$ cat config.mk
export PLATFORM = sky130hd
export DESIGN_NAME = odd_parity_bit_framer_unit
export DESIGN_NICKNAME = d
export VERILOG_FILES = /design/src/design/opbf_pkg.sv /design/src/design/opbf_front.sv /design/src/design/opbf_queue.sv /design/src/design/opbf_back.sv /design/src/design/odd_parity_bit_framer_unit.sv
export SDC_FILE = /design/constraint.sdc
export NUM_CORES = 1
export LEC_CHECK = 0
export ABC_CLOCK_PERIOD_IN_PS = 7500
export BUFFER_PORTS_ARGS = -buffer_cell sky130_fd_sc_hd__buf_2
export CELL_PAD_IN_SITES_DETAIL_PLACEMENT = 0
export CELL_PAD_IN_SITES_GLOBAL_PLACEMENT = 2
export CORE_MARGIN = 8
export CORE_UTILIZATION = 43
export DETAILED_ROUTE_END_ITERATION = 16
export PLACE_DENSITY_LB_ADDON = 0.1
export SYNTH_ARGS = -nofsm -noshare
export SYNTH_HDL_FRONTEND = slang
export SYNTH_SLANG_ARGS = --single-unit
$ cat constraint.sdc
create_clock -name i_clk -period 7.5 [get_ports i_clk]
set_clock_uncertainty 0.05 [all_clocks]
set_input_delay 0.375 -clock i_clk [delete_from_list [all_inputs] [get_ports i_clk]]
set_output_delay 0.375 -clock i_clk [all_outputs]
set_load 0.02 [all_outputs]
$ cat src/design/opbf_pkg.sv
// Shared types and constants for the odd parity bit framer.
package opbf_pkg;

    localparam int unsigned BYTE_W  = 8;
    localparam int unsigned BITS_W  = 4;
    localparam int unsigned ACC_W   = 16;
    localparam int unsigned CNT_W   = 4;
    localparam int unsigned SUM_W   = 5;
    localparam int unsigned QUEUE_DEPTH = 2;

    localparam logic [BITS_W-1:0] BITS_FULL  = 4'd8;
    localparam logic [BITS_W-1:0] BITS_SHORT = 4'd7;
    localparam logic [SUM_W-1:0]  GROUP_LEN  = 5'd9;
    localparam logic [SUM_W-1:0]  BYTE_LEN   = 5'd8;

    localparam logic DIR_ENCODE = 1'b0;
    localparam logic DIR_DECODE = 1'b1;

    // one result word
    typedef struct packed {
        logic [BYTE_W-1:0] data;
        logic              last;
        logic [BITS_W-1:0] bits;
        logic              good;
    } t_result;

    // one queue entry: the one or two results caused by a single input word
    typedef struct packed {
        logic    two;
        t_result r0;
        t_result r1;
    } t_entry;

endpackage

$ cat src/design/opbf_front.sv
// Front end: accepts input words, runs the bit accumulator and builds queue entries.
module opbf_front
    import opbf_pkg::*;
(
    input  logic              i_clk,
    input  logic              i_rst_n,
    input  logic              i_cfg_valid,
    input  logic              i_cfg_direction,
    input  logic              i_accept,
    input  logic [BYTE_W-1:0] i_byte_in,
    input  logic              i_last_in,
    input  logic [BITS_W-1:0] i_bits_in,
    output logic              o_q_push,
    output t_entry            o_q_entry
);

    logic             r_dir;
    logic [ACC_W-1:0] r_acc;
    logic [CNT_W-1:0] r_cnt;
    logic             r_ok;
    logic             r_first;

    logic [ACC_W-1:0] n_acc;
    logic [CNT_W-1:0] n_cnt;
    logic             n_ok;
    logic             n_first;

    logic             short_frame;
    logic             parity;
    logic [ACC_W-1:0] enc_sum;
    logic [ACC_W-1:0] enc_acc1;
    logic [SUM_W-1:0] enc_c1;
    logic [BITS_W-1:0] dec_nb;
    logic [BYTE_W:0]  dec_mask;
    logic [BYTE_W-1:0] dec_valid;
    logic [ACC_W-1:0] dec_sum;
    logic [SUM_W-1:0] dec_c;
    logic             dec_grp;
    logic             dec_ok;
    t_entry           ent;
    logic             has_result;

    assign short_frame = r_first && i_last_in && (i_bits_in == BITS_SHORT);
    assign parity      = ~(^i_byte_in);

    // encode: 9-bit group appended above pending bits (pending count below 8)
    assign enc_sum  = r_acc | (ACC_W'({parity, i_byte_in}) << r_cnt);
    assign enc_acc1 = enc_sum >> BYTE_W;
    assign enc_c1   = SUM_W'(r_cnt) + SUM_W'(1);

    // decode: only the valid low bits of the byte are taken
    always_comb begin
        dec_nb = BITS_FULL;
        if (i_last_in) begin
            dec_nb = (i_bits_in > BITS_FULL) ? BITS_FULL : i_bits_in;
        end
    end
    assign dec_mask  = (BYTE_W+1)'(((BYTE_W+1)'(1) << dec_nb) - (BYTE_W+1)'(1));
    assign dec_valid = i_byte_in & dec_mask[BYTE_W-1:0];
    assign dec_sum   = r_acc | (ACC_W'(dec_valid) << r_cnt);
    assign dec_c     = SUM_W'(r_cnt) + SUM_W'(dec_nb);
    assign dec_grp   = (dec_c >= GROUP_LEN);
    assign dec_ok    = r_ok && !(dec_grp && (dec_sum[BYTE_W] != ~(^dec_sum[BYTE_W-1:0])));

    always_comb begin
        ent        = '0;
        has_result = 1'b0;
        n_acc      = r_acc;
        n_cnt      = r_cnt;
        n_ok       = r_ok;
        n_first    = 1'b0;
        if (short_frame) begin
            ent.r0     = '{data: i_byte_in, last: 1'b1, bits: BITS_SHORT,
                           good: (r_dir == DIR_DECODE)};
            has_result = 1'b1;
            n_first    = 1'b1;
        end else if (r_dir == DIR_ENCODE) begin
            has_result = 1'b1;
            ent.r0     = '{data: enc_sum[BYTE_W-1:0], last: 1'b0, bits: BITS_FULL,
                           good: 1'b0};
            if (enc_c1 >= BYTE_LEN) begin
                // second whole byte; nothing left over
                ent.two = 1'b1;
                ent.r1  = '{data: enc_acc1[BYTE_W-1:0], last: i_last_in, bits: BITS_FULL,
                            good: 1'b0};
                n_acc   = '0;
                n_cnt   = '0;
            end else begin
                n_acc = enc_acc1;
                n_cnt = CNT_W'(enc_c1);
                if (i_last_in) begin
                    ent.two = 1'b1;
                    ent.r1  = '{data: enc_acc1[BYTE_W-1:0], last: 1'b1,
                                bits: BITS_W'(enc_c1), good: 1'b0};
                end
            end
        end else begin
            n_ok  = dec_ok;
            n_acc = dec_sum;
            n_cnt = CNT_W'(dec_c);
            if (dec_grp) begin
                has_result = 1'b1;
                ent.r0 = '{data: dec_sum[BYTE_W-1:0], last: 1'b0, bits: BITS_FULL,
                           good: 1'b0};
                n_acc  = dec_sum >> (BYTE_W + 1);
                n_cnt  = CNT_W'(dec_c - GROUP_LEN);
                if (i_last_in) begin
                    ent.two = 1'b1;
                    ent.r1  = '{data: '0, last: 1'b1, bits: '0, good: dec_ok};
                end
            end else if (i_last_in) begin
                has_result = 1'b1;
                ent.r0 = '{data: '0, last: 1'b1, bits: '0, good: dec_ok};
            end
        end
        if (i_last_in) begin
            n_acc   = '0;
            n_cnt   = '0;
            n_ok    = 1'b1;
            n_first = 1'b1;
        end
    end

    assign o_q_push  = i_accept && has_result;
    assign o_q_entry = ent;

    always_ff @(posedge i_clk) begin
        if (!i_rst_n) begin
            r_dir   <= DIR_ENCODE;
            r_acc   <= '0;
            r_cnt   <= '0;
            r_ok    <= 1'b1;
            r_first <= 1'b1;
        end else if (i_cfg_valid) begin
            r_dir   <= i_cfg_direction;
            r_acc   <= '0;
            r_cnt   <= '0;
            r_ok    <= 1'b1;
            r_first <= 1'b1;
        end else if (i_accept) begin
            r_acc   <= n_acc;
            r_cnt   <= n_cnt;
            r_ok    <= n_ok;
            r_first <= n_first;
        end
    end

endmodule

$ cat src/design/opbf_queue.sv
// Two-entry queue between the front end and the output stage.
module opbf_queue
    import opbf_pkg::*;
(
    input  logic   i_clk,
    input  logic   i_rst_n,
    input  logic   i_push,
    input  t_entry i_entry,
    output logic   o_full,
    input  logic   i_pop,
    output logic   o_empty,
    output t_entry o_head
);

    localparam int unsigned PTR_W = $clog2(QUEUE_DEPTH);
    localparam int unsigned CNT_QW = $clog2(QUEUE_DEPTH + 1);

    t_entry              r_mem [QUEUE_DEPTH];
    logic [PTR_W-1:0]    r_wp;
    logic [PTR_W-1:0]    r_rp;
    logic [CNT_QW-1:0]   r_count;

    assign o_full  = (r_count == CNT_QW'(QUEUE_DEPTH));
    assign o_empty = (r_count == '0);
    assign o_head  = r_mem[r_rp];

    always_ff @(posedge i_clk) begin
        if (i_push) begin
            r_mem[r_wp] <= i_entry;
        end
    end

    always_ff @(posedge i_clk) begin
        if (!i_rst_n) begin
            r_wp    <= '0;
            r_rp    <= '0;
            r_count <= '0;
        end else begin
            if (i_push) begin
                r_wp <= PTR_W'(r_wp + PTR_W'(1));
            end
            if (i_pop) begin
                r_rp <= PTR_W'(r_rp + PTR_W'(1));
            end
            case ({i_push, i_pop})
                2'b10:   r_count <= CNT_QW'(r_count + CNT_QW'(1));
                2'b01:   r_count <= CNT_QW'(r_count - CNT_QW'(1));
                default: r_count <= r_count;
            endcase
        end
    end

`ifndef SYNTHESIS
    a_no_overflow: assert property (@(posedge i_clk) disable iff (!i_rst_n)
        i_push |-> (!o_full || i_pop))
        else $error("queue written while full");
    a_no_underflow: assert property (@(posedge i_clk) disable iff (!i_rst_n)
        i_pop |-> !o_empty)
        else $error("queue read while empty");
    a_count_range: assert property (@(posedge i_clk) disable iff (!i_rst_n)
        r_count <= CNT_QW'(QUEUE_DEPTH))
        else $error("queue count out of range");
`endif

endmodule

$ cat src/design/opbf_back.sv
// Output stage: plays out entry results, one word per cycle while popped.
module opbf_back
    import opbf_pkg::*;
(
    input  logic    i_clk,
    input  logic    i_rst_n,
    input  logic    i_q_empty,
    input  t_entry  i_q_head,
    output logic    o_q_pop,
    input  logic    i_pop,
    output logic    o_empty,
    output t_result o_result
);

    logic    r_valid;
    logic    r_sel;
    t_result r_res;
    logic    load;

    assign load    = !i_q_empty && (!r_valid || i_pop);
    assign o_q_pop = load && (r_sel || !i_q_head.two);
    assign o_empty = !r_valid;
    assign o_result = r_res;

    always_ff @(posedge i_clk) begin
        if (load) begin
            r_res <= r_sel ? i_q_head.r1 : i_q_head.r0;
        end
    end

    always_ff @(posedge i_clk) begin
        if (!i_rst_n) begin
            r_valid <= 1'b0;
            r_sel   <= 1'b0;
        end else if (load) begin
            r_valid <= 1'b1;
            r_sel   <= !r_sel && i_q_head.two;
        end else if (i_pop) begin
            r_valid <= 1'b0;
        end
    end

`ifndef SYNTHESIS
    a_sel_holds_entry: assert property (@(posedge i_clk) disable iff (!i_rst_n)
        r_sel |-> (!i_q_empty && i_q_head.two && r_valid))
        else $error("second result pending without its entry");
`endif

endmodule

$ cat src/design/odd_parity_bit_framer_unit.sv
// Top level of the odd parity bit framer: front end, entry queue and output stage.
// Odd parity framer for a contactless card link. With direction 0 each input byte is
// followed by its odd parity bit and the 9-bit groups are packed LSB first into output
// words; the last word of a frame carries its valid bit count. With direction 1 the
// packed stream is split into 9-bit groups, one data word per group, and the word
// marked last gets a status-only result (bits_out 0) with the overall parity verdict.
// A first word marked last with 7 bits passes through as is. Writing direction also
// drops any frame in progress; write it only while the block is idle. The output stage
// hands out one result word per cycle while the consumer keeps popping, so words with
// at most one result run at one per cycle, while a word with two results (an encode
// word that completes a second byte or flushes leftover bits at frame end, a decode
// word that completes a group at frame end) holds the output for both of them.
// A two-entry queue sits between front end and output register, so input and output
// stall independently. A word's first result goes into the queue on acceptance, then
// into the output register, from which it is popped.
module odd_parity_bit_framer_unit
    import opbf_pkg::*;
(
    input  logic              i_clk,
    input  logic              i_rst_n,
    // configuration
    input  logic              i_cfg_valid,
    output logic              o_cfg_ready,
    input  logic              i_cfg_direction,
    // input queue side
    input  logic              i_push,
    output logic              o_full,
    input  logic [BYTE_W-1:0] i_byte_in,
    input  logic              i_last_in,
    input  logic [BITS_W-1:0] i_bits_in,
    // result queue side
    output logic              o_empty,
    input  logic              i_pop,
    output logic [BYTE_W-1:0] o_byte_out,
    output logic              o_last_out,
    output logic [BITS_W-1:0] o_bits_out,
    output logic              o_parity_good
);

    logic    accept;
    logic    q_push;
    logic    q_full;
    logic    q_pop;
    logic    q_empty;
    t_entry  q_in;
    t_entry  q_head;
    t_result res;

    // the user must write registers only while idle; the block does not enforce it, and the port never stalls
    assign o_cfg_ready = 1'b1;

    // front end stalls only when the queue has no room
    assign o_full = q_full;
    assign accept = i_push && !q_full;

    opbf_front u_front (
        .i_clk           (i_clk),
        .i_rst_n         (i_rst_n),
        .i_cfg_valid     (i_cfg_valid),
        .i_cfg_direction (i_cfg_direction),
        .i_accept        (accept),
        .i_byte_in       (i_byte_in),
        .i_last_in       (i_last_in),
        .i_bits_in       (i_bits_in),
        .o_q_push        (q_push),
        .o_q_entry       (q_in)
    );

    opbf_queue u_queue (
        .i_clk   (i_clk),
        .i_rst_n (i_rst_n),
        .i_push  (q_push),
        .i_entry (q_in),
        .o_full  (q_full),
        .i_pop   (q_pop),
        .o_empty (q_empty),
        .o_head  (q_head)
    );

    opbf_back u_back (
        .i_clk     (i_clk),
        .i_rst_n   (i_rst_n),
        .i_q_empty (q_empty),
        .i_q_head  (q_head),
        .o_q_pop   (q_pop),
        .i_pop     (i_pop),
        .o_empty   (o_empty),
        .o_result  (res)
    );

    assign o_byte_out    = res.data;
    assign o_last_out    = res.last;
    assign o_bits_out    = res.bits;
    assign o_parity_good = res.good;

endmodule
After elaboration in Yosys (flattened, before gate mapping) --
Memory sizes are Yosys's and may differ from the RTL's. A register that Yosys moved wholly into a read port is not among the register bits. Cells that the tools add are included. W data, S select, Z words.
Storage, ports and cells: memories kept 1, register bits after elaboration 43, bits in writable memories 58, output and inout bits 17, logic and storage cells 107
Memories:
- u_queue.r_mem | depth 2, width 29, read ports 1, clocked after Yosys merged registers in 1, write ports 1, line opbf_queue.sv:18 | t_entry r_mem [QUEUE_DEPTH];
Operators by class: $add $sub $neg 8, shift-type cells 3, bitwise logic cells 6, reductions and logical operators 26, eq/ne operators 6, muxes and demuxes 40, $lt $le $gt $ge 3
Operator list (number):
- $mux W14 | 7
- $mux W16 | 4
- $or A16 B16 Y16 | 2
- $mux W29 | 1
- $mux W4 | 7
- $mux W1 | 18
- $reduce_xor A8 Y1 | 2
- $shl A8 B4 Y16 | 1
- $shl A9 B4 Y16 | 1
- $ge A5 B4 Y1 const B | 2
- $logic_and A1 B1 Y1 | 9
- $and A8 B8 Y8 | 1
- $mux W8 | 1
- $shl A1 B4 Y8 const A | 1
- $sub A8 B2 Y8 const B | 1
- $logic_not A1 Y1 | 6
- $mux W6 | 1
- $reduce_bool A2 Y1 | 3
- $add A4 B1 Y5 const B | 1
- $add A4 B4 Y5 | 1
- $eq A2 B2 Y1 const B | 2
- $eq A4 B3 Y1 const B | 1
- $gt A4 B4 Y1 const B | 1
- $pmux W2 S2 | 1
- other kinds (13) | 17

Logic depth before layout (Yosys ltp) --
Gate-level depths: netlist (run 1).
depth after elaboration 18, mapped depth 14, gate-level depth less buffers 13

By module --
A second synthesis (run 1) with hierarchy kept.
Second synthesis, totals: cell total of the unflattened synthesis 597, area total of the unflattened synthesis 6073.3 um^2
Modules (own cells, without submodules):
- opbf_front | sequential area each 460.4 um^2, area an instance 3006.6 um^2, cells each 440, times used 1
- opbf_queue | sequential area each 1841.8 um^2, area an instance 2302.2 um^2, cells each 112, times used 1
- opbf_back | sequential area each 460.4 um^2, area an instance 739.5 um^2, cells each 42, times used 1
- odd_parity_bit_framer_unit | sequential area each 0.0 um^2, area an instance 25.0 um^2, cells each 3, times used 1

Worst setup path after synthesis (run 1) --
Ideal clock, no wire load.
path type input-to-reg, start input port i_last_in, end memory u_queue.r_mem[0][0] (netlist name), enable pin, slack 3.819 ns, stages on the path 10, setup time 0.412 ns, path buffers 0, arrival time 3.219 ns, path through nor2b_1 > and2_2 > ha_1 > fa_1 > xor2_1 > or3_1 > or2_2 > a21o_1 > o31ai_1 > nor2_1
On the way: cells in the longest elaborated chain, start to end 9, elaborated cells between the ends (all ways) 12, those cells by class add/sub (1); order compare (1); mux (7); reduce/logical (3)
RTL lines:
- start: declaration | line odd_parity_bit_framer_unit.sv:29 | input logic i_last_in,
- $mux W4 | line opbf_front.sv:54 | if (i_last_in) begin
- $add A4 B4 Y5 | line opbf_front.sv:61 | assign dec_c = SUM_W'(r_cnt) + SUM_W'(dec_nb);
- $ge A5 B4 Y1 | line opbf_front.sv:62 | assign dec_grp = (dec_c >= GROUP_LEN);
- $mux W1 | line opbf_front.sv:101 | if (dec_grp) begin
- $mux W1 | line opbf_front.sv:77 | end else if (r_dir == DIR_ENCODE) begin
- $mux W1 (*) | line opbf_front.sv:72 | if (short_frame) begin
- $logic_and A1 B1 Y1 (*) | line opbf_front.sv:124 | assign o_q_push = i_accept && has_result;
- $mux W1 (*) | line opbf_queue.sv:28 | if (i_push) begin
- $mux W1 (implied by the code) (*) | line opbf_queue.sv:29 | r_mem[r_wp] <= i_entry;
- end: declaration | line opbf_queue.sv:18
Mark *: on every way between the ends. The rest lies on a longest branch, timed or not.

Worst setup path after layout (run 1) --
start input port i_last_in, end register u_queue.r_count[1]
On the way: cells in the longest elaborated chain, start to end 9, elaborated cells between the ends (all ways) 14, those cells by class add/sub (1); order compare (1); eq/ne (2); mux (6); reduce/logical (4)
RTL lines:
- $mux W4 | line opbf_front.sv:54
- $add A4 B4 Y5 | line opbf_front.sv:61
- $ge A5 B4 Y1 | line opbf_front.sv:62
- $mux W1 | line opbf_front.sv:101
- $mux W1 | line opbf_front.sv:77
- $mux W1 (*) | line opbf_front.sv:72
- $logic_and A1 B1 Y1 (*) | line opbf_front.sv:124
- $eq A2 B1 Y1 / $eq A2 B2 Y1 (equally long branches) | line opbf_queue.sv:45 | case ({i_push, i_pop})
- $pmux W2 S2 / $reduce_bool A2 Y1 (equally long branches)
- end signal: assignment | line opbf_queue.sv:46 | 2'b10: r_count <= CNT_QW'(r_count + CNT_QW'(1));
- end signal: assignment | line opbf_queue.sv:47 | 2'b01: r_count <= CNT_QW'(r_count - CNT_QW'(1));
- end signal: assignment | line opbf_queue.sv:48 | default: r_count <= r_count;
- end: declaration | line opbf_queue.sv:21 | logic [CNT_QW-1:0] r_count;
Marks and branches as above. A chain may end at the register's enable or synchronous reset.

==> results.yml, run 1 <==
yosys:
  synth_cell_types: 75
  synthesis.instances: 564
  ys_seq_area_share_pct: 46.2
  ys_ff_latch: 98
  synth_area_leader_cell: "edfxtp_1"
  synth_top_area_share_pct: 35.7
  synth.area.top_cells: "edfxtp_1 (36%), dfxtp_1 (11%), mux4_2 (4.3%)"
  synth.avg_cell_area_um2: 10.1
  synth_ff_type: "edfxtp_1"
  ys_warn_count: 0
  synth_edf_count: 68
  syn_area_um2: 5720
  async_reset_ff_share_pct: 0
  postSynthNetCount: 594
final_layout:
  synthToLayoutAreaGrowth_pct: 10.5
  nFillCells: 1262
  layout_commonest_cell: "edfxtp_1"
  drive_gt1_share_pct: 15.3
  layout_common_cells: "edfxtp_1 (68), nor2_1 (60), a21oi_1 (47), nand2_1 (35), buf_2 (34)"
  diodes: 0
  final_nets: 612
floorplanning:
  die_h_um: 131
  core_area_um2: 13100
  io_pins: 36
  dieArea_um2: 17200
  start_util_pct: 43.5
  rows: 42
  die_x_um: 131
clock_tree:
  holdBufCountCts: 0
  cts_resized: 0
  cts_made_buffers: 9
  cts-root-buf: "clkbuf_16"
  clock_path_buffers: 2
  cts_setup_buffers: 0
  cts_tree: "built"
  path_clk_slew_ns: 0.07
  clock_latency_ns: 0.34
  cts.sinks: 98
  htreeDepth: 3
worst_setup_path:
  path_cells: "buf_2, nor2b_1, and2_2, ha_1, fa_1, or3_1, or2_2, a21o_1, o31ai_1, ha_1, or3_1, a21boi_0"
  cp_slowest_stage_delay_ns: 0.61
  cp.required_ns: 7.70
  rr_worst_depth: 11
  reg2reg_from: "u_front.r_cnt[0]"
  path_max_fanout: 17
  path_class: "in -> reg"
  path_buf_inv: 1
  cp.arrival_ns: 4.41
  r2r_slack_ns: 3.40
  slowest_stage: "o31ai_1"
  critical_path.endpoint_type: "register"
  critPathLaunchType: "input port"
  crit_family: "simple AND/OR/NAND/NOR gates"
  r2r-end: "u_queue.r_count[1]"
pwr:
  pwr-share-seq_pct: 44.8
  switching_share_pct: 32.6
  p_int_uw: 1150
  p_comb_share_pct: 30.7
  clock_power_share_pct: 24.5
  powerDensity_nw_per_um2: 270
  p_leak_uw: 0.00232
  switchingPower_uw: 557
  power_uw: 1710
  ir_drop_mv: 0.121
routing:
  first_pass_iters: 5
  wl_per_cell_um: 21.1
  drc_errors: 0
  route.vias.total: 4551
  drt_first_iter_violations: 371
  wl_um: 16100
  drtAntennaViolNets: 0
  vias_per_cell: 5.96
global_routing:
  grt_overflow: 0
  antenna_found_initial: 0
  grt_pass1_vias: 4529
  grt_first_pass_wirelength_um: 25700
  grt_max_degree: 44
  grt_usage_pct: 18.6
status:
  status: "completed"
sta:
  worst_pin_slew_ns: 0.730
  finalHoldViolCount: 0
  fin_tns_setup_ns: 0
  fin_crit_ns: 4.21
  fmax_mhz: 238
  max_slew_margin_pct: 51.2
  rsz0062_at_grt: "no"
  whs_ns: 0.259
  setup_violations: 0
  slew_viol_final: 0
  post-route-period-util_pct: 56.1
  fin_ws_ns: 3.29
worst_hold_path:
  whs_endpoint: "u_front.r_dir"
  hold_path.class: "in -> reg"
  min_path_cells: 3
  hold_start: "i_cfg_direction"
placed_design:
  pre_cts_ws_ns: 2.96
  place_congestion: 0.978
  portBuffers: 34
  dpl.hpwl_um: 11800
run:
  max-cap-violations: 0
cell type report:
type | instances | area [µm²] | area share, %
Clock buffer | 10 | 229 | 3.63
Clock inverter | 6 | 41.3 | 0.654
Inverter | 19 | 71.3 | 1.13
Multi-Input combinational cell | 408 | 2850 | 45.1
Sequential cell | 98 | 2640 | 41.8
Tap cell | 176 | 220 | 3.49
Timing Repair Buffer | 46 | 260 | 4.12
routing by layer:
| metal | part of all wire [%] | global-route usage (%) | routed length [µm] | up-vias |
|---|---|---|---|---|
| met5 | 0 | 0 | 0 | - |
| met4 | 2.2 | 6.70 | 350 | 0 |
| met3 | 4.0 | 2.74 | 649 | 20 |
| met2 | 49 | 31.6 | 7870 | 131 |
| met1 | 45 | 23.6 | 7260 | 2250 |
| li1 | - | - | - | 2150 |
sequential cells by signal, indices dropped and copies added (netlist names), named ones only:
register,flops
u_front.r_cnt,4
u_back.r_sel,1
u_front.r_first,1
u_front.r_dir,1
u_queue.r_wp,1
u_queue.r_mem,54
u_front.r_ok,1
u_queue.r_rp,1
u_front.r_acc,16
u_queue.r_count,2
u_back.o_result,14
u_back.r_valid,1
cells in the mapped netlist, types with 3 or more instances:
cell,number
and3_1,3
and2_1,12
o21ai_0,25
nand2_1,35
buf_2,4
a22o_1,3
nor2_1,62
nor3b_1,4
clkbuf_1,31
a22oi_1,8
a21o_1,9
xnor2_1,15
inv_1,18
a31oi_1,4
o211ai_1,4
a211oi_1,12
nor4b_1,3
mux2i_1,21
and2_2,3
nor2b_1,10
nand3_1,11
o22ai_1,5
nor3_1,7
ha_1,10
mux4_2,11
edfxtp_1,68
a21oi_1,47
o21a_1,5
dfxtp_1,30
a211o_1,5
a32oi_1,5
o31a_1,3
a221oi_1,6
nand2b_1,7
nor4_1,4
buf_1,3
power by group through the flow:
stage | sequential, µW | combinational [µW] | clock, µW
finish | 765 | 525 | 418
global route | 778 | 575 | 446
CTS | 768 | 534 | 426
detailed placement | 780 | 531 | 0
global placement | 774 | 528 | 0
floorplan | 811 | 336 | 0
worst max-delay path by stage:
stage                     cells after the start                  end  startpoint  slack, ns
after global placement                       12   u_queue.r_count[1]   i_last_in       3.03
after CTS                                    12   u_queue.r_count[1]   i_last_in       3.29
after detailed placement                     12   u_queue.r_count[1]   i_last_in       2.96
after floorplan                              10  u_queue.r_mem[0][0]   i_last_in       3.82
final                                        12   u_queue.r_count[1]   i_last_in       3.29
after global routing                         12   u_queue.r_count[1]   i_last_in       2.95
worst reg2reg max path, cell delays in order, from the launching register on:
cell and delay, ns:
dfxtp_1 0.30, buf_4 0.25, ha_1 0.30, fa_1 0.41, xor2_1 0.20, or3_1 0.34, or2_2 0.30, a21o_1 0.34
o31ai_1 0.61, ha_1 0.37, or3_1 0.38, a21boi_0 0.17
cell families (layout without fill, tap and decap cells):
logic type | Yosys count | after routing | share of synthesized area (%)
other | 1 | 1 | 0.0656
adder cells (fa/ha/maj) | 11 | 11 | 2.54
multiplexers | 34 | 34 | 8.41
AND/OR/NAND/NOR | 174 | 174 | 15.4
XOR/XNOR | 18 | 18 | 3.00
flip-flops | 98 | 98 | 46.2
AO/OA/AOI/OAI | 170 | 170 | 20.4
buffers and inverters | 58 | 81 | 3.96
stage by stage:
step	cells	util (%)	area [µm²]
2_1_floorplan	564	-	5720
3_5_place_dp	747	46.0	6050
3_3_place_gp	747	46.0	6050
6_report	763	48.1	6320
5_1_grt	763	48.1	6320
4_1_cts	763	48.1	6320
Note: power is estimated with default switching activity, not from simulation.
==> run 2, diff against run 1 <==
- ABC_CLOCK_PERIOD_IN_PS: 7500 -> 4400
- CORE_UTILIZATION: 43 -> 40
- clock period: 7.5 -> 4.4 ns (I/O delays scaled with it)
==> run 2 against run 1 <==
  * Register-to-register slack worse by 2.5 ns
  * Power is 80% higher
  * Final area is 2.1% higher
  * Critical endpoint is now u_queue.r_mem[0][25]
  * Largest cell class unchanged
==> results.yml, run 2 (synthesis results as in run 1) <==
clock_tree:
  cts_tree: "built"
  htreeDepth: 3
  cts.sinks: 98
  path_clk_slew_ns: 0.08
  clock_latency_ns: 0.34
  cts_made_buffers: 9
  holdBufCountCts: 0
  clock_path_buffers: 2
  cts-root-buf: "clkbuf_16"
  cts_resized: 0
  cts_setup_buffers: 0
final_layout:
  layout_common_cells: "edfxtp_1 (68), nor2_1 (60), a21oi_1 (47), nand2_1 (35), buf_2 (34)"
  diodes: 0
  synthToLayoutAreaGrowth_pct: 12.9
  instances_no_fill: 777
  largest_reg_flops: 54
  final_cell_area_um2: 6450
  top_register: "u_queue.r_mem"
  final_nets: 622
  layout_commonest_cell: "edfxtp_1"
  drive_gt1_share_pct: 17.1
  nFillCells: 1292
worst_setup_path:
  critPathLaunchType: "input port"
  cp.required_ns: 4.40
  cp_slowest_stage_delay_ns: 0.47
  path_buf_inv: 1
  path_max_fanout: 17
  slowest_stage: "a21oi_1"
  path_class: "in -> reg"
  crit_family: "simple AND/OR/NAND/NOR gates"
  critical_path.endpoint_type: "register"
  cp_common_cell: "a21oi_1"
  path_cells: "buf_2, nor2b_1, and2_2, ha_1, fa_1, or3_1, or2_2, a21oi_1, nand2_1, a221oi_1, a21oi_1"
  cp.arrival_ns: 3.55
sta:
  setup_violations: 0
  fin_crit_ns: 3.55
  post-route-period-util_pct: 80.7
  finalHoldViolCount: 0
  rsz0062_at_grt: "no"
  whs_ns: 0.101
  worst_pin_slew_ns: 0.774
  fmax_mhz: 282
  slew_viol_final: 0
  fin_ws_ns: 0.849
  fin_tns_setup_ns: 0
  max_slew_margin_pct: 48.3
worst_hold_path:
  hold_path.class: "in -> reg"
global_routing:
  grt_overflow: 0
  grt_pass1_vias: 4422
  antenna_found_initial: 0
  grt_first_pass_wirelength_um: 25700
  grt_max_degree: 32
  grt_usage_pct: 18.2
pwr:
  p_comb_share_pct: 29.5
  switching_share_pct: 31.9
  clock_power_share_pct: 28.1
  p_leak_uw: 0.00240
  powerDensity_nw_per_um2: 476
  switchingPower_uw: 981
  pwr-share-seq_pct: 42.4
  ir_drop_mv: 0.210
  p_int_uw: 2090
placed_design:
  pre_cts_ws_ns: 0.499
  place_congestion: 0.905
  placed_cell_area_um2: 6130
  dp.cells: 761
  dpl.hpwl_um: 12100
  portBuffers: 34
floorplanning:
  rows: 43
  core_area_um2: 13900
  io_pins: 36
  dieArea_um2: 18400
  start_util_pct: 41.0
  die_x_um: 136
  die_h_um: 136
routing:
  first_pass_iters: 5
  vias_per_cell: 5.87
  wl_um: 16400
  drc_errors: 0
  route.vias.total: 4562
  wl_per_cell_um: 21.1
  drtAntennaViolNets: 0
  drt_first_iter_violations: 456
status:
  status: "completed"
run:
  max-cap-violations: 0
[run 2: cell types whose count changed in the layout (fill, tap and decap cells not counted), sizes merged]
cell      before  now
buf           46   56
bufinv         0    2
clkinvlp       2    0
inv           19   21
clkbuf        10    9
clkinv         4    3
[run 2: metrics by stage]
step                power (µW)  utilization, %
floorplan                 1950               -
global placement          2230            44.0
detailed placement        2240            44.0
CTS                       3100            46.3
global route              3240            46.3
finish                    3070            46.3
[run 2: worst register-to-register path, stage by stage (launching register included)]
cell	delay (ns)
dfxtp_1	0.72
fa_1	0.52
or3_1	0.41
or2_2	0.30
a21oi_1	0.47
nand2_1	0.17
a221oi_1	0.37
a21oi_1	0.14
[run 2: power by group through the flow]
| stage | clock, µW | combinational, µW | sequential (µW) |
|---|---|---|---|
| 2_1_floorplan | 0 | 573 | 1380 |
| 3_3_place_gp | 0 | 907 | 1320 |
| 3_5_place_dp | 0 | 912 | 1330 |
| 4_1_cts | 876 | 917 | 1310 |
| 5_1_grt | 918 | 996 | 1320 |
| 6_report | 865 | 906 | 1300 |
[run 2: area by class of cell]
| class | count | area [µm²] | area share [%] |
|---|---|---|---|
| multi-input cells | 408 | 2850 | 44.2 |
| flip-flops and latches | 98 | 2640 | 41.0 |
| repair buffers | 56 | 335 | 5.20 |
| clock buffers | 9 | 225 | 3.49 |
| well taps | 180 | 225 | 3.49 |
| clock inverters | 7 | 98.8 | 1.53 |
| inverters | 19 | 71.3 | 1.11 |
[run 2: worst paths after layout]
check,from,endpoint,slack (ns),cells past startpoint
setup / recovery,i_last_in,u_queue.r_mem[0][25],0.85,11
hold / removal,i_cfg_direction,u_front.r_dir,0.10,3
setup reg to reg,u_front.r_cnt[1],u_queue.r_mem[0][25],0.95,7
hold reg to reg,u_front.r_first,u_front.r_first,0.42,2
[run 2: routing by layer]
layer / wire, µm / track usage, % / up-vias
met3: 871 / 2.78 / 30
met1: 7530 / 24.6 / 2191
met2: 7530 / 28.4 / 164
li1: - / - / 2177
met5: 0 / 0 / -
met4: 497 / 7.90 / 0
==> run 3, diff against run 2 <==
- ABC_CLOCK_PERIOD_IN_PS: 4400 -> 3550
- clock period: 4.4 -> 3.55 ns (I/O delays scaled with it)
==> run 3 against run 2 <==
  * Sequential cell count unchanged
  * Combinational power up 28%
  * Critical path type unchanged
  * Core utilization up 0.64 points
  * Largest cell class unchanged
  * Sequential share of layout area down 0.56 points
  * Highest routed layer unchanged
  * Global-route usage up 0.26 points
==> results.yml, run 3 (synthesis results as in run 1) <==
worst_setup_path:
  path_class: "in -> reg"
  cp.required_ns: 3.67
  path_cells: "buf_2, nor4b_4, nand2b_1, ha_1, buf_4, nand4_1, a21oi_1, a2111oi_2, and2_1, o31a_1, xnor2_1, xnor2_1, xnor3_1, nor3_2"
  cp_common_cell: "xnor2_1"
  critPathLaunchType: "input port"
  cp_slowest_stage_delay_ns: 0.58
  cp.arrival_ns: 3.41
  path_max_fanout: 7
  slowest_stage: "a2111oi_2"
  critical_path.endpoint_type: "register"
clock_tree:
  clock_path_buffers: 2
  cts_resized: 0
  holdBufCountCts: 0
  cts_setup_buffers: 0
  cts.sinks: 98
  cts_made_buffers: 9
  path_clk_slew_ns: 0.07
  clock_latency_ns: 0.34
  cts_tree: "built"
  htreeDepth: 3
  cts-root-buf: "clkbuf_16"
global_routing:
  grt_overflow: 0
  grt_first_pass_wirelength_um: 26200
  grt_usage_pct: 18.5
  met3_usage_pct: 3.45
  met1_usage_pct: 24.1
  grtUsageMet2_pct: 29.4
  grt-busiest-layer: "met2"
  grt_pass1_vias: 4651
  grt_max_degree: 31
  antenna_found_initial: 0
final_layout:
  largest_reg_flops: 54
  layout_common_cells: "edfxtp_1 (68), nor2_1 (60), a21oi_1 (47), nand2_1 (35)"
  layout_commonest_cell: "edfxtp_1"
  multi_input_area_um2: 2850
  top_register: "u_queue.r_mem"
  synthToLayoutAreaGrowth_pct: 14.4
  nFillCells: 1339
  diodes: 0
  final_nets: 635
  ff_latch_area_um2: 2640
  drive_gt1_share_pct: 18.9
status:
  status: "completed"
floorplanning:
  rows: 43
  core_area_um2: 13900
  start_util_pct: 41.0
  io_pins: 36
  dieArea_um2: 18400
  die_h_um: 136
  die_x_um: 136
sta:
  post-route-period-util_pct: 92.7
  fin_crit_ns: 3.29
  setup_violations: 0
  rsz0062_at_grt: "no"
  fmax_mhz: 304
  slew_viol_final: 0
  finalHoldViolCount: 0
  worst_pin_slew_ns: 0.765
  max_slew_margin_pct: 48.9
  fin_tns_setup_ns: 0
routing:
  wl_per_cell_um: 21.0
  route.vias.total: 4689
  first_pass_iters: 5
  drt_first_iter_violations: 379
  wl_um: 16600
  drtAntennaViolNets: 0
  drc_errors: 0
  vias_per_cell: 5.94
run:
  max-cap-violations: 0
pwr:
  ir_drop_mv: 0.227
  powerDensity_nw_per_um2: 575
  power_uw: 3760
  p_leak_uw: 0.00245
worst_hold_path:
  hold_path.class: "in -> reg"
placed_design:
  dpl.hpwl_um: 12500
  portBuffers: 34
  place_congestion: 0.869
==> run 3: cell types whose count changed in the layout (fill, tap and decap cells not counted) <==
cell	delta
bufinv_16	-1
buf_4	+12
inv_8	+1
buf_12	+1
inv_6	-2
clkinvlp_4	+2
==> run 3: routing by layer <==
metal	vias to the layer above	part of all wire, %
li1	2211	-
met1	2303	45
met2	141	46
met3	34	5.2
met4	0	3.7
met5	-	0
==> run 3: where the power goes <==
part	internal [µW]	switching, µW	total [µW]
Combinational	474	682	1160
Sequential	1520	98.0	1620
Clock	554	438	992
==> run 3: worst paths after layout <==
| path | start | to | slack, ns | cells after the start |
|---|---|---|---|---|
| worst max register to register | u_front.r_cnt[0] | u_queue.r_count[1] | 0.28 | 10 |
| worst max-delay path | i_bits_in[0] | u_queue.r_mem[0][0] | 0.26 | 14 |
| worst min-delay path | i_cfg_direction | u_front.r_dir | 0.05 | 3 |
| worst min register to register | u_front.r_first | u_front.r_first | 0.42 | 2 |
==> run 3: worst max-delay path, delay by kind of cell <==
family          cells  cell delay (ns)
compound gates      3             0.82
xor+xnor            3             0.77
fa+ha+maj           1             0.28
buf+inv             2             0.34
simple gates        5             1.02
==> run 3: final cells by class <==
| type | count | area share (%) |
|---|---|---|
| clock buffer | 9 | 3.44 |
| clock inverter | 7 | 1.19 |
| inverter | 19 | 1.09 |
| multi-input combinational | 408 | 43.6 |
| sequential | 98 | 40.4 |
| tap | 180 | 3.44 |
| timing repair buffer | 69 | 6.81 |
==> run 3: metrics by stage <==
stage          utilization [%]  hold slack [ns]  setup WS (ns)  instance area [µm²]  cells
2_1_floorplan                -            0.297         0.0661                 5720    564
3_3_place_gp              44.8            0.395        -0.0389                 6240    774
3_5_place_dp              44.8            0.398        -0.0562                 6240    774
4_1_cts                   46.9           0.0450          0.260                 6540    790
5_1_grt                   46.9           0.0653         0.0365                 6540    790
6_report                  46.9           0.0453          0.259                 6540    790
